<file path="config.mk">
export PLATFORM = sky130hd
export DESIGN_NAME = safety_timestamp_time_correction
export DESIGN_NICKNAME = d
export VERILOG_FILES = /design/src/design/stc_pkg.sv /design/src/design/stc_cfg.sv /design/src/design/stc_core.sv /design/src/design/safety_timestamp_time_correction.sv
export SDC_FILE = /design/constraint.sdc
export NUM_CORES = 2
export LEC_CHECK = 0
export BUFFER_PORTS_ARGS = -buffer_cell sky130_fd_sc_hd__buf_2
export CORE_MARGIN = 2
export CORE_UTILIZATION = 50
export DETAILED_ROUTE_END_ITERATION = 10
export PLACE_DENSITY = 0.67
export SYNTH_ARGS = -nofsm -noshare
export SYNTH_HDL_FRONTEND = slang
export SYNTH_SLANG_ARGS = --single-unit
</file>
<file path="constraint.sdc">
create_clock -name clk_i -period 18.6 [get_ports clk_i]
set_input_delay 2.79 -clock clk_i [delete_from_list [all_inputs] [get_ports clk_i]]
set_output_delay 2.79 -clock clk_i [all_outputs]
set_load 0.005 [all_outputs]
</file>
<file path="src/design/stc_pkg.sv">
// Shared types and constants for the safety timestamp and time correction block.
// Used by every module of the block; depends on nothing else.
`timescale 1ns / 1ps

package stc_pkg;

  // Free-running time width and the fixed width of the now_us field.
  localparam int unsigned TIME_BITS_DEF = 48;
  localparam int unsigned NOW_W         = 48;

  // A message later than this after the last produced frame is dropped.
  localparam int unsigned LATE_LIMIT_US = 2000;
  // One tick is 128 us; the slew step is one eighth of the remaining distance.
  localparam int unsigned TICK_SHIFT    = 7;
  localparam int unsigned SLEW_SHIFT    = 3;

  localparam int unsigned CFG_IDX_W  = 3;
  localparam int unsigned CFG_DATA_W = 32;

  localparam logic FUNC_PRODUCE = 1'b0;
  localparam logic FUNC_COORD   = 1'b1;

  typedef enum logic [CFG_IDX_W-1:0] {
    CFG_INIT_TS    = 3'd0,
    CFG_INIT_RO    = 3'd1,
    CFG_CORR_CONST = 3'd2,
    CFG_RPI        = 3'd3,
    CFG_PING_IVL   = 3'd4
  } cfg_idx_e;

  typedef enum logic [2:0] {
    OUT_IDLE  = 3'd0,
    OUT_RUN   = 3'd1,
    OUT_USED  = 3'd2,
    OUT_LATE  = 3'd3,
    OUT_FIRST = 3'd4
  } outcome_e;

  typedef struct packed {
    logic [15:0] init_ts;
    logic [15:0] init_ro;
    logic [15:0] corr_const;
    logic [23:0] rpi_us;
    logic [31:0] ping_ivl_us;
  } cfg_t;

  typedef struct packed {
    outcome_e    outcome;
    logic [15:0] timestamp;
    logic [15:0] rollover_count;
    logic [1:0]  ping_count;
    logic        run_flag;
    logic [15:0] correction_applied;
  } result_t;

endpackage

</file>
<file path="src/design/stc_cfg.sv">
// Configuration register file of the safety timestamp block.
// Depends on stc_pkg for the register indexes and the cfg_t bundle.
`timescale 1ns / 1ps

module stc_cfg import stc_pkg::*; (
  input  logic                  clk_i,
  input  logic                  rst_ni,
  input  logic                  cfg_we_i,
  input  logic [CFG_IDX_W-1:0]  cfg_index_i,
  input  logic [CFG_DATA_W-1:0] cfg_wdata_i,
  output cfg_t                  cfg_o
);

  cfg_t cfg_q;

  always_ff @(posedge clk_i or negedge rst_ni) begin
    if (!rst_ni) begin
      cfg_q <= '0;
    end else if (cfg_we_i) begin
      case (cfg_index_i)
        CFG_INIT_TS:    cfg_q.init_ts     <= cfg_wdata_i[15:0];
        CFG_INIT_RO:    cfg_q.init_ro     <= cfg_wdata_i[15:0];
        CFG_CORR_CONST: cfg_q.corr_const  <= cfg_wdata_i[15:0];
        CFG_RPI:        cfg_q.rpi_us      <= cfg_wdata_i[23:0];
        CFG_PING_IVL:   cfg_q.ping_ivl_us <= cfg_wdata_i;
        default: begin
          // Writes to unknown indexes are ignored.
        end
      endcase
    end
  end

  assign cfg_o = cfg_q;

endmodule

</file>
<file path="src/design/stc_core.sv">
// Timestamp state and the single-pass step logic for produce and coordination words.
// Depends on stc_pkg for cfg_t, result_t, the outcome codes and the timing constants.
`timescale 1ns / 1ps

module stc_core import stc_pkg::*; #(
  parameter int unsigned TIME_BITS = TIME_BITS_DEF
) (
  input  logic             clk_i,
  input  logic             rst_ni,
  input  logic             step_i,
  input  cfg_t             cfg_i,
  input  logic             func_i,
  input  logic [NOW_W-1:0] now_us_i,
  input  logic [15:0]      ctv_i,
  output result_t          res_o
);

  logic                 active_q, active_d;
  logic                 seen_q, seen_d;
  logic                 frame_vld_q, frame_vld_d;
  logic                 sent_vld_q, sent_vld_d;
  logic                 ping_vld_q, ping_vld_d;
  logic [TIME_BITS-1:0] start_q, start_d;
  logic [TIME_BITS-1:0] last_frame_q, last_frame_d;
  logic [TIME_BITS-1:0] last_sent_q, last_sent_d;
  logic [TIME_BITS-1:0] last_ping_q, last_ping_d;
  logic [15:0]          lps_q, lps_d;
  logic [15:0]          corr_val_q, corr_val_d;
  logic [15:0]          corr_goal_q, corr_goal_d;
  logic [15:0]          rollover_q, rollover_d;
  logic [1:0]           ping_q, ping_d;

  logic [63:0]          now_ext, ivl_ext;
  logic [TIME_BITS-1:0] now_t, ivl_t;
  logic [TIME_BITS-1:0] elapsed, raw, corr_sum, corr_fin, ping_ref, ping_diff, frame_diff;
  logic [15:0]          slew_diff, slew_step, slew_val;
  logic signed [15:0]   slew_sd;
  logic [15:0]          worst, delta, goal_diff;
  logic signed [15:0]   delta_s, goal_diff_s;
  logic [16:0]          thresh;
  logic                 late;
  result_t              res;

  assign now_ext = {{(64 - NOW_W){1'b0}}, now_us_i};
  assign ivl_ext = {32'd0, cfg_i.ping_ivl_us};
  assign now_t   = now_ext[TIME_BITS-1:0];
  assign ivl_t   = ivl_ext[TIME_BITS-1:0];

  // Produce path: ticks since start, slewed correction and the forward-only guard.
  assign elapsed   = now_t - start_q;
  assign raw       = TIME_BITS'(cfg_i.init_ts) + (elapsed >> TICK_SHIFT);
  assign slew_diff = corr_goal_q - corr_val_q;
  assign slew_sd   = slew_diff;

  always_comb begin
    slew_step = slew_diff >> SLEW_SHIFT;
    if (slew_step == 16'd0) begin
      slew_step = 16'd1;
    end
    if (corr_val_q == corr_goal_q) begin
      slew_val = corr_val_q;
    end else if (slew_sd > 16'sd0) begin
      slew_val = corr_val_q + slew_step;
    end else begin
      slew_val = corr_goal_q;
    end
  end

  assign corr_sum = raw + TIME_BITS'(slew_val);
  assign corr_fin = (sent_vld_q && (corr_sum < last_sent_q)) ? last_sent_q + TIME_BITS'(1)
                    : corr_sum;

  // The first active frame starts the ping reference, so its distance is zero.
  assign ping_ref  = ping_vld_q ? last_ping_q : now_t;
  assign ping_diff = now_t - ping_ref;

  // Coordination path.
  assign frame_diff  = now_t - last_frame_q;
  assign late        = frame_vld_q && (frame_diff > TIME_BITS'(LATE_LIMIT_US));
  assign worst       = ctv_i - lps_q - cfg_i.corr_const;
  assign delta       = worst - corr_val_q;
  assign delta_s     = delta;
  assign goal_diff   = worst - corr_goal_q;
  assign goal_diff_s = goal_diff;
  assign thresh      = ((cfg_i.rpi_us >> TICK_SHIFT) == 24'd0) ? 17'd1
                       : cfg_i.rpi_us[TICK_SHIFT +: 17];

  always_comb begin
    active_d     = active_q;
    seen_d       = seen_q;
    frame_vld_d  = frame_vld_q;
    sent_vld_d   = sent_vld_q;
    ping_vld_d   = ping_vld_q;
    start_d      = start_q;
    last_frame_d = last_frame_q;
    last_sent_d  = last_sent_q;
    last_ping_d  = last_ping_q;
    lps_d        = lps_q;
    corr_val_d   = corr_val_q;
    corr_goal_d  = corr_goal_q;
    rollover_d   = rollover_q;
    ping_d       = ping_q;
    res.outcome   = OUT_IDLE;
    res.timestamp = 16'd0;
    res.run_flag  = 1'b0;

    if (func_i == FUNC_PRODUCE) begin
      if (active_q) begin
        res.outcome   = OUT_RUN;
        res.run_flag  = 1'b1;
        res.timestamp = corr_fin[15:0];
        last_frame_d  = now_t;
        frame_vld_d   = 1'b1;
        lps_d         = raw[15:0];
        corr_val_d    = slew_val;
        last_sent_d   = corr_fin;
        sent_vld_d    = 1'b1;
        rollover_d    = cfg_i.init_ro + corr_fin[31:16];
        ping_vld_d    = 1'b1;
        last_ping_d   = ping_ref;
        if ((cfg_i.ping_ivl_us != 32'd0) && (ping_diff >= ivl_t)) begin
          last_ping_d = now_t;
          ping_d      = ping_q + 2'd1;
        end
      end
    end else begin
      res.run_flag = 1'b1;
      if (!active_q) begin
        active_d   = 1'b1;
        rollover_d = cfg_i.init_ro;
        start_d    = now_t;
      end
      if (late) begin
        res.outcome = OUT_LATE;
      end else if (!seen_q) begin
        seen_d      = 1'b1;
        res.outcome = OUT_FIRST;
      end else begin
        res.outcome = OUT_USED;
        // The correction never moves backwards; small steps apply at once.
        if (delta_s > 16'sd0) begin
          if ((corr_val_q == 16'd0) || ({1'b0, delta} <= thresh)) begin
            corr_val_d  = worst;
            corr_goal_d = worst;
          end else if (goal_diff_s > 16'sd0) begin
            corr_goal_d = worst;
          end
        end
      end
    end

    res.rollover_count     = rollover_d;
    res.ping_count         = ping_d;
    res.correction_applied = corr_val_d;
  end

  always_ff @(posedge clk_i or negedge rst_ni) begin
    if (!rst_ni) begin
      active_q     <= 1'b0;
      seen_q       <= 1'b0;
      frame_vld_q  <= 1'b0;
      sent_vld_q   <= 1'b0;
      ping_vld_q   <= 1'b0;
      start_q      <= '0;
      last_frame_q <= '0;
      last_sent_q  <= '0;
      last_ping_q  <= '0;
      lps_q        <= '0;
      corr_val_q   <= '0;
      corr_goal_q  <= '0;
      rollover_q   <= '0;
      ping_q       <= '0;
    end else if (step_i) begin
      active_q     <= active_d;
      seen_q       <= seen_d;
      frame_vld_q  <= frame_vld_d;
      sent_vld_q   <= sent_vld_d;
      ping_vld_q   <= ping_vld_d;
      start_q      <= start_d;
      last_frame_q <= last_frame_d;
      last_sent_q  <= last_sent_d;
      last_ping_q  <= last_ping_d;
      lps_q        <= lps_d;
      corr_val_q   <= corr_val_d;
      corr_goal_q  <= corr_goal_d;
      rollover_q   <= rollover_d;
      ping_q       <= ping_d;
    end
  end

  assign res_o = res;

endmodule

</file>
<file path="src/design/safety_timestamp_time_correction.sv">
// Top level of the safety timestamp and consumer time correction block.
// Depends on stc_pkg, stc_cfg and stc_core.
//
// Usage:
//   Input words arrive on in_valid_i/in_ready_o: func_i selects a produce request
//   or a received time-coordination message, now_us_i carries the current time
//   and consumer_time_value_i the consumer time of a message. Each word gives
//   exactly one result word on out_valid_o/out_ready_i.
//   An accepted word sits in the input register, where the step logic reads it
//   with the block state; when it advances, the state updates, the result is
//   registered and out_valid_o rises. While the receiver takes each result, the
//   block takes one word per cycle, set by the single pass through the step logic
//   between the input and result registers. When the receiver stalls, the result
//   holds, the input register keeps one more word, and in_ready_o drops until the
//   result is taken. Configuration is written by the user through
//   cfg_we_i/cfg_index_i/cfg_wdata_i only while no word is in flight; the block
//   does not enforce it. Writes take effect at the next edge. Reset clears the
//   configuration, all timing state and both registers.
`timescale 1ns / 1ps

module safety_timestamp_time_correction import stc_pkg::*; #(
  parameter int unsigned TIME_BITS = TIME_BITS_DEF
) (
  input  logic                  clk_i,
  input  logic                  rst_ni,
  input  logic                  cfg_we_i,
  input  logic [CFG_IDX_W-1:0]  cfg_index_i,
  input  logic [CFG_DATA_W-1:0] cfg_wdata_i,
  input  logic                  in_valid_i,
  output logic                  in_ready_o,
  input  logic                  func_i,
  input  logic [NOW_W-1:0]      now_us_i,
  input  logic [15:0]           consumer_time_value_i,
  output logic                  out_valid_o,
  input  logic                  out_ready_i,
  output logic [2:0]            outcome_o,
  output logic [15:0]           timestamp_o,
  output logic [15:0]           rollover_count_o,
  output logic [1:0]            ping_count_o,
  output logic                  run_flag_o,
  output logic [15:0]           correction_applied_o
);

  cfg_t             cfg;
  logic             in_vld_q;
  logic             func_q;
  logic [NOW_W-1:0] now_q;
  logic [15:0]      ctv_q;
  logic             out_vld_q;
  result_t          res, res_q;
  logic             advance;

  stc_cfg u_cfg (
    .clk_i       (clk_i),
    .rst_ni      (rst_ni),
    .cfg_we_i    (cfg_we_i),
    .cfg_index_i (cfg_index_i),
    .cfg_wdata_i (cfg_wdata_i),
    .cfg_o       (cfg)
  );

  // The held word moves on whenever the result register is free or being emptied.
  assign advance    = in_vld_q && (!out_vld_q || out_ready_i);
  assign in_ready_o = !in_vld_q || advance;

  always_ff @(posedge clk_i or negedge rst_ni) begin
    if (!rst_ni) begin
      in_vld_q <= 1'b0;
    end else if (in_ready_o) begin
      in_vld_q <= in_valid_i;
    end
  end

  always_ff @(posedge clk_i) begin
    if (in_valid_i && in_ready_o) begin
      func_q <= func_i;
      now_q  <= now_us_i;
      ctv_q  <= consumer_time_value_i;
    end
  end

  stc_core #(
    .TIME_BITS (TIME_BITS)
  ) u_core (
    .clk_i    (clk_i),
    .rst_ni   (rst_ni),
    .step_i   (advance),
    .cfg_i    (cfg),
    .func_i   (func_q),
    .now_us_i (now_q),
    .ctv_i    (ctv_q),
    .res_o    (res)
  );

  always_ff @(posedge clk_i or negedge rst_ni) begin
    if (!rst_ni) begin
      out_vld_q <= 1'b0;
    end else if (advance) begin
      out_vld_q <= 1'b1;
    end else if (out_ready_i) begin
      out_vld_q <= 1'b0;
    end
  end

  always_ff @(posedge clk_i) begin
    if (advance) begin
      res_q <= res;
    end
  end

  assign out_valid_o          = out_vld_q;
  assign outcome_o            = res_q.outcome;
  assign timestamp_o          = res_q.timestamp;
  assign rollover_count_o     = res_q.rollover_count;
  assign ping_count_o         = res_q.ping_count;
  assign run_flag_o           = res_q.run_flag;
  assign correction_applied_o = res_q.correction_applied;

endmodule

</file>
# Yosys cells after proc, flatten, opt, wreduce, memory -nomap -nowiden
# Cells that the tools add are included.
# op_classes
n_addsub,14
reduce_logical,28
order_cmp,7
n_bitwise,3
mux,28
eq_ne,5
# ops
operator,n
16-bit 2-to-1 mux,13
48-bit 2-to-1 mux,3
48-bit subtractor,3
16-bit subtractor,5
"48-bit by 1-bit adder with 48-bit output, second input constant",1
48-bit by 16-bit adder with 48-bit output,1
48-bit by 32-bit greater-or-equal comparator with 1-bit output,1
"16-bit by 1-bit greater-than comparator with 1-bit output, second input constant",3
"48-bit by 11-bit greater-than comparator with 1-bit output, second input constant",1
48-bit < comparator,1
16-bit by 41-bit adder with 42-bit output,1
17-bit 2-to-1 mux,2
16-bit adder,2
16-bit logical NOT,2
32-bit nonzero test,1
24-bit logical NOT,1
16-bit by 17-bit <= comparator with 1-bit output,1
16-bit equality test,1
13-bit 2-to-1 mux,1
2-bit AND reduction,6
3-bit 2-to-1 mux,3
3-bit AND reduction,3
"3-bit by 2-bit equality test with 1-bit output, second input constant",2
2-bit 2-to-1 mux,3
other kinds (12),24
# word_totals
input_bits,105
ff_bits,486
wordCells,113

# Longest topological paths before layout
# logic_depth
ltp_word,13
depth_mapped,73

# Hierarchy
# From an unflattened synthesis, not the netlist that was laid out.
# hier_totals
hier_cells,4381
area_unflattened_um2,39461.6
# modules_own_cells
mod,seq_area_each_um2,area_each_um2,cells_each,n_inst
stc_core,6531.3,31831.8,4030,1
stc_cfg,2602.5,3952.5,224,1
safety_timestamp_time_correction,3623.5,3677.3,127,1

# Worst setup path before layout
# OpenSTA, ideal clock, no wires.
# synth_path
path_kind,register to register
start,register u_core.corr_val_q[1]
end,"register res_q (netlist bit rollover_count_o[15]), data pin"
n_path_buf,2
setup_ns,0.269
path_stages_with_launch,70
slack_ns,5.391
synth_period_minus_slack_ns,13.209
t_arrival_ns,12.940
path_cell_list,dfrtp_1 > inv_1 > ha_1 > nor2b_1 > o21ai_0 > a21oi_1 > o21a_1 > o21a_1 > o2111ai_1 > nand3_1 > a211oi_1 > a211oi_1 > inv_1 > nor4_1 > or2_2 > ha_1 > fa_1 > a21o_1 > [34 not listed] > clkbuf_1 > nor2_1 > a21oi_1 > ha_1 > a21o_1 > a21oi_1 > o21bai_1 > a211o_1 > inv_1 > o31ai_1 > or4_1 > a31o_2 > a21o_1 > a21o_1 > a21oi_1 > xor2_1 > xnor2_1 > o21ai_0
# synth_lines
item,line,source
start: declaration,stc_core.sv:28,"logic [15:0] corr_val_q, corr_val_d;"
start signal: assignment,stc_core.sv:184,corr_val_q <= corr_val_d;
end signal: assignment,safety_timestamp_time_correction.sv:107,res_q <= res;
end: declaration,safety_timestamp_time_correction.sv:50,"result_t res, res_q;"

==> impl.org <==
** Cells and area
- Filler cell count in the final layout :: roughly 7k
- Of the cells placed in the final design, the portion with a size suffix greater than 1 is around an eighth.
- Summing all non-filler instances in the final layout gives an area of 42600 µm².
- The final layout contains a little under 5k nets.
- Compared with the post-synthesis result, the final layout area differs by 9.65%.
- Diode count :: 0

** Timing
- Worst setup slack after layout :: around 4.1 ns
- Relative max-transition margin :: about 25%
- Final Max Slew Viols :: 0
- Setup repair after global routing left no endpoint under its margin.
- The clock arrives with 0.0264 ns of skew.
- Worst Max-Slew Pin Slew :: about 1.1 ns
- Setup violations remaining at the end of the flow were counted as 0.
- Based on the critical path, the design can be clocked at up to between 0.06 and 0.07 GHz.
- Final-layout setup total negative slack :: 0 ns
- Min Tclk post-route :: roughly 14 ns
- Number of failing hold endpoints at the final stage :: 0
- Final cycle utilization of the critical path :: 78.0%

** Synthesis
- After synthesis the cells add up to 38800 µm².
- The commonest cells after synthesis are 433 x sky130_fd_sc_hd__nand2_1, 370 x sky130_fd_sc_hd__inv_1, 360 x sky130_fd_sc_hd__dfrtp_1, 353 x sky130_fd_sc_hd__ha_1, 314 x sky130_fd_sc_hd__a21oi_1.
- Count of state elements after synthesis :: about 480
- Of all flip-flops after synthesis, the portion carrying an async set or reset was 75.2%.
- The top cell type by area accounts for a little under a quarter of the synthesized area.
- A synthesized cell averages a little under 9 µm².
- Among all flip-flop cells after synthesis, the most frequent one is sky130_fd_sc_hd__dfrtp_1.
- sky130_fd_sc_hd__nand2_1 is the most common cell in the netlist.
- Number of distinct library cells after synthesis :: approximately 110
- Largest cells by area after synthesis :: sky130_fd_sc_hd__dfrtp_1 23%, sky130_fd_sc_hd__ha_1 11%, sky130_fd_sc_hd__edfxtp_1 9.2%, sky130_fd_sc_hd__mux2_2 5.1%, sky130_fd_sc_hd__xnor2_1 4.3%
- Counting flops with a built-in enable in the synthesized netlist gives 119.
- After technology mapping, the gate count stands at ~4.4k.
- Library cell with the largest summed area after synthesis :: sky130_fd_sc_hd__dfrtp_1
- Mapped Nets :: between 4k and 5k
- Sequential cells were found to cover ~32% of the synthesized design area.
- For this run, the number of Yosys warnings is 0.

** Setup path
- Worst Path Class, Setup :: reg2reg
- Launching point of the worst reg2reg path :: u_core.corr_val_q[1]
- Most frequent CP cell :: sky130_fd_sc_hd__a21oi_1
- Crit path max-delay cell type :: sky130_fd_sc_hd__dfrtp_1
- Tracing the worst setup path back leads to its startpoint at u_core.corr_val_q[1].
- Of all nets on the critical path, the largest fanout is 65.
- Type of element launching the critical path :: flop
- R2R cell count :: 66
- STA puts the critical path data arrival time at about 15 ns.
- CP peak stage delay :: just over 0.6 ns
- At the worst endpoint, the required time is 18.98 ns.
- Endpoint type of the worst setup path :: flop

** GRT
- The number of global-route vias before repair was roughly 31k.
- Entering global routing, the biggest net connects between 100 and 150 pins.
- Gr usage total :: 27.9%
- The number of antenna violations at the first check in global routing was 2.
- First-pass GRT wire length :: 175000 µm
- GR Overflow Total :: 0

** Floorplan
- The die is around 280 µm tall.
- Die Area :: about 80000 µm²
- Initial core utilization :: about half
- ~160 I/O pins were placed.
- After floorplanning, the core was divided into approximately 100 placement rows.
- Die Width :: around 280 µm
- Standard cell core area :: 77100 µm²

** Place
- Port bufs :: 160
- Placed wire-length estimate :: 87300 µm
- The placed instances occupy a cell area of slightly above 40000 µm².
- Final weighted congestion in routability-driven placement :: 0.968
- Setup slack after placement :: ~4.3 ns

** Clock network
- For the worst-skew pair, the clock arrives at the later sink with an insertion delay of around 0.65 ns.
- The clock passes through at most 3 buffers.
- Register clock-pin slew on the reported worst setup and hold paths :: approximately 0.060 ns
- Number of cells upsized or downsized after cts :: 0
- The H-tree generated during clock tree synthesis spans 2 levels.
- TritonCTS clock tree :: yes
- Hold repair after CTS inserted 0 buffers.
- In this run the post-CTS setup repair buffer count came out at 0.
- Number of buffers added by the clock tree synthesis step :: 57
- Counting every sink on the clock net gives approximately 480.
- Buffer type at the clock tree root :: sky130_fd_sc_hd__clkbuf_16

** Route
- After detailed routing, the wire length on met1 is 50100 µm.
- Overall via count from detail_route :: around 33k
- Total length of routed met3 wires :: roughly 5800 µm
- Average routed wire per standard cell :: a little over 20 µm
- In the routed layout, each cell is associated on average with a via count of 5.87.
- Signal routing reaches up to met4.
- Once detail routing completed, the nets flagged for antenna violations numbered 0.
- Detail Route met2 WL :: between 50000 and 60000 µm
- Wires add up to approximately 110000 µm.
- Detailed Route Iter0 Violations :: around 2.3k
- In the routed design, unresolved DRC markers number 0.
- The first detailed-routing pass took 7 iterations.

** Min path
- HP Start :: u_core.start_q[1]
- In this run the worst hold path is classified as reg2reg.
- Worst hold path depth :: 2

** Run
- Max-cap violations in this run came to 0.

** Run status
- Status :: finished, final reports clean
## per-layer routing
layer  vias to the layer above  global-route usage (%)
li1                      15933                       -
met1                     15541                    37.3
met2                       930                    46.5
met3                       194                    3.30
met4                         0                    10.1
met5                         -                       0
## metrics by stage
stage,hold slack (ns),cells,utilization [%]
CTS,0.487,5550,55.2
global placement,0.458,5442,52.6
global route,0.513,5550,55.2
detailed placement,0.476,5442,52.6
floorplan,0.442,4372,-
finish,0.485,5550,55.2
## cell type report
class                           count  area [µm²]  area share, %
Sequential cell                   479       12600           29.6
Tap cell                         1040        1300           3.06
Timing Repair Buffer              189        1040           2.45
Clock buffer                       74        1620           3.81
Clock inverter                     34         354          0.832
Inverter                          371        1390           3.28
Multi-Input combinational cell   3363       24300           57.0
## flip-flops by register name, indices dropped and copies added, names as in the netlist, 2 cells and up
| signal | cells |
|---|---|
| ping_count_o | 2 |
| correction_applied_o | 16 |
| u_cfg.cfg_o | 97 |
| u_core.ping_q | 2 |
| outcome_o | 3 |
| u_core.corr_val_q | 16 |
| ctv_q | 16 |
| u_core.lps_q | 16 |
| u_core.rollover_q | 16 |
| u_core.start_q | 48 |
| rollover_count_o | 16 |
| u_core.last_frame_q | 48 |
| now_q | 48 |
| u_core.corr_goal_q | 16 |
| timestamp_o | 16 |
| u_core.last_sent_q | 48 |
| u_core.last_ping_q | 48 |
## worst max-delay path, delay by kind of cell, from the launching register on
kind | cells | cell delay (ns)
flip-flops | 1 | 0.61
XOR/XNOR | 4 | 0.68
multiplexers | 1 | 0.20
adder cells (fa/ha/maj) | 6 | 1.87
AND/OR/NAND/NOR | 15 | 2.71
buffers and inverters | 6 | 1.11
AO/OA/AOI/OAI | 34 | 7.01
## logic make-up (layout without fill, tap and decap cells)
group	Yosys count	after routing	share of synthesized area, %
other	1	1	0.00966
XOR/XNOR	275	275	6.23
buffers and inverters	530	668	5.23
AND/OR/NAND/NOR	1227	1227	15.4
AO/OA/AOI/OAI	1192	1192	20.0
adder cells (fa/ha/maj)	379	379	12.7
flip-flops	479	479	32.4
multiplexers	289	289	8.05
## final timing paths
path | slack [ns] | endpoint
max | 4.10 | rollover_count_o[15]
min in group asynchronous | 2.17 | u_core.last_ping_q[0]
max reg2reg | 4.10 | rollover_count_o[15]
min reg2reg | 0.49 | u_core.start_q[1]
min | 0.49 | u_core.start_q[1]
max in group asynchronous | 14.29 | u_core.frame_vld_q
## cell usage in the layout (no fill, tap or decap), types with 14 or more instances in the layout
| master | Yosys | layout |
|---|---|---|
| sky130_fd_sc_hd__buf_4 | 0 | 28 |
| sky130_fd_sc_hd__nor4_1 | 42 | 42 |
| sky130_fd_sc_hd__nor2_1 | 230 | 229 |
| sky130_fd_sc_hd__or2_2 | 20 | 20 |
| sky130_fd_sc_hd__and3_1 | 44 | 44 |
| sky130_fd_sc_hd__o21bai_1 | 50 | 50 |
| sky130_fd_sc_hd__nand4_1 | 65 | 65 |
| sky130_fd_sc_hd__mux2_2 | 176 | 176 |
| sky130_fd_sc_hd__clkinv_2 | 0 | 15 |
| sky130_fd_sc_hd__xor2_1 | 83 | 83 |
| sky130_fd_sc_hd__ha_1 | 353 | 353 |
| sky130_fd_sc_hd__o21a_1 | 50 | 50 |
| sky130_fd_sc_hd__o21ai_0 | 299 | 299 |
| sky130_fd_sc_hd__dfrtp_1 | 360 | 358 |
| sky130_fd_sc_hd__a221o_1 | 14 | 14 |
| sky130_fd_sc_hd__a21oi_1 | 314 | 313 |
| sky130_fd_sc_hd__nor3_1 | 77 | 76 |
| sky130_fd_sc_hd__a21o_1 | 135 | 135 |
| sky130_fd_sc_hd__o2111ai_1 | 14 | 14 |
| sky130_fd_sc_hd__edfxtp_1 | 119 | 119 |
| sky130_fd_sc_hd__nand2_1 | 433 | 432 |
| sky130_fd_sc_hd__o211ai_1 | 28 | 28 |
| sky130_fd_sc_hd__nand3_1 | 89 | 89 |
| sky130_fd_sc_hd__mux2i_1 | 105 | 105 |
| sky130_fd_sc_hd__or3_1 | 28 | 28 |
| sky130_fd_sc_hd__and2_1 | 37 | 36 |
| sky130_fd_sc_hd__o31ai_1 | 27 | 27 |
| sky130_fd_sc_hd__buf_2 | 19 | 159 |
| sky130_fd_sc_hd__fa_1 | 24 | 24 |
| sky130_fd_sc_hd__a211o_1 | 21 | 21 |
| sky130_fd_sc_hd__clkbuf_16 | 0 | 58 |
| sky130_fd_sc_hd__xnor2_1 | 191 | 191 |
| sky130_fd_sc_hd__nor2b_1 | 50 | 50 |
| sky130_fd_sc_hd__a31oi_1 | 29 | 29 |
| sky130_fd_sc_hd__a211oi_1 | 50 | 49 |
| sky130_fd_sc_hd__nand2b_1 | 40 | 40 |
| sky130_fd_sc_hd__inv_1 | 370 | 370 |
Power is not shown: default switching activity piles up to over one toggle a cycle in this logic, so the estimate is an artifact.
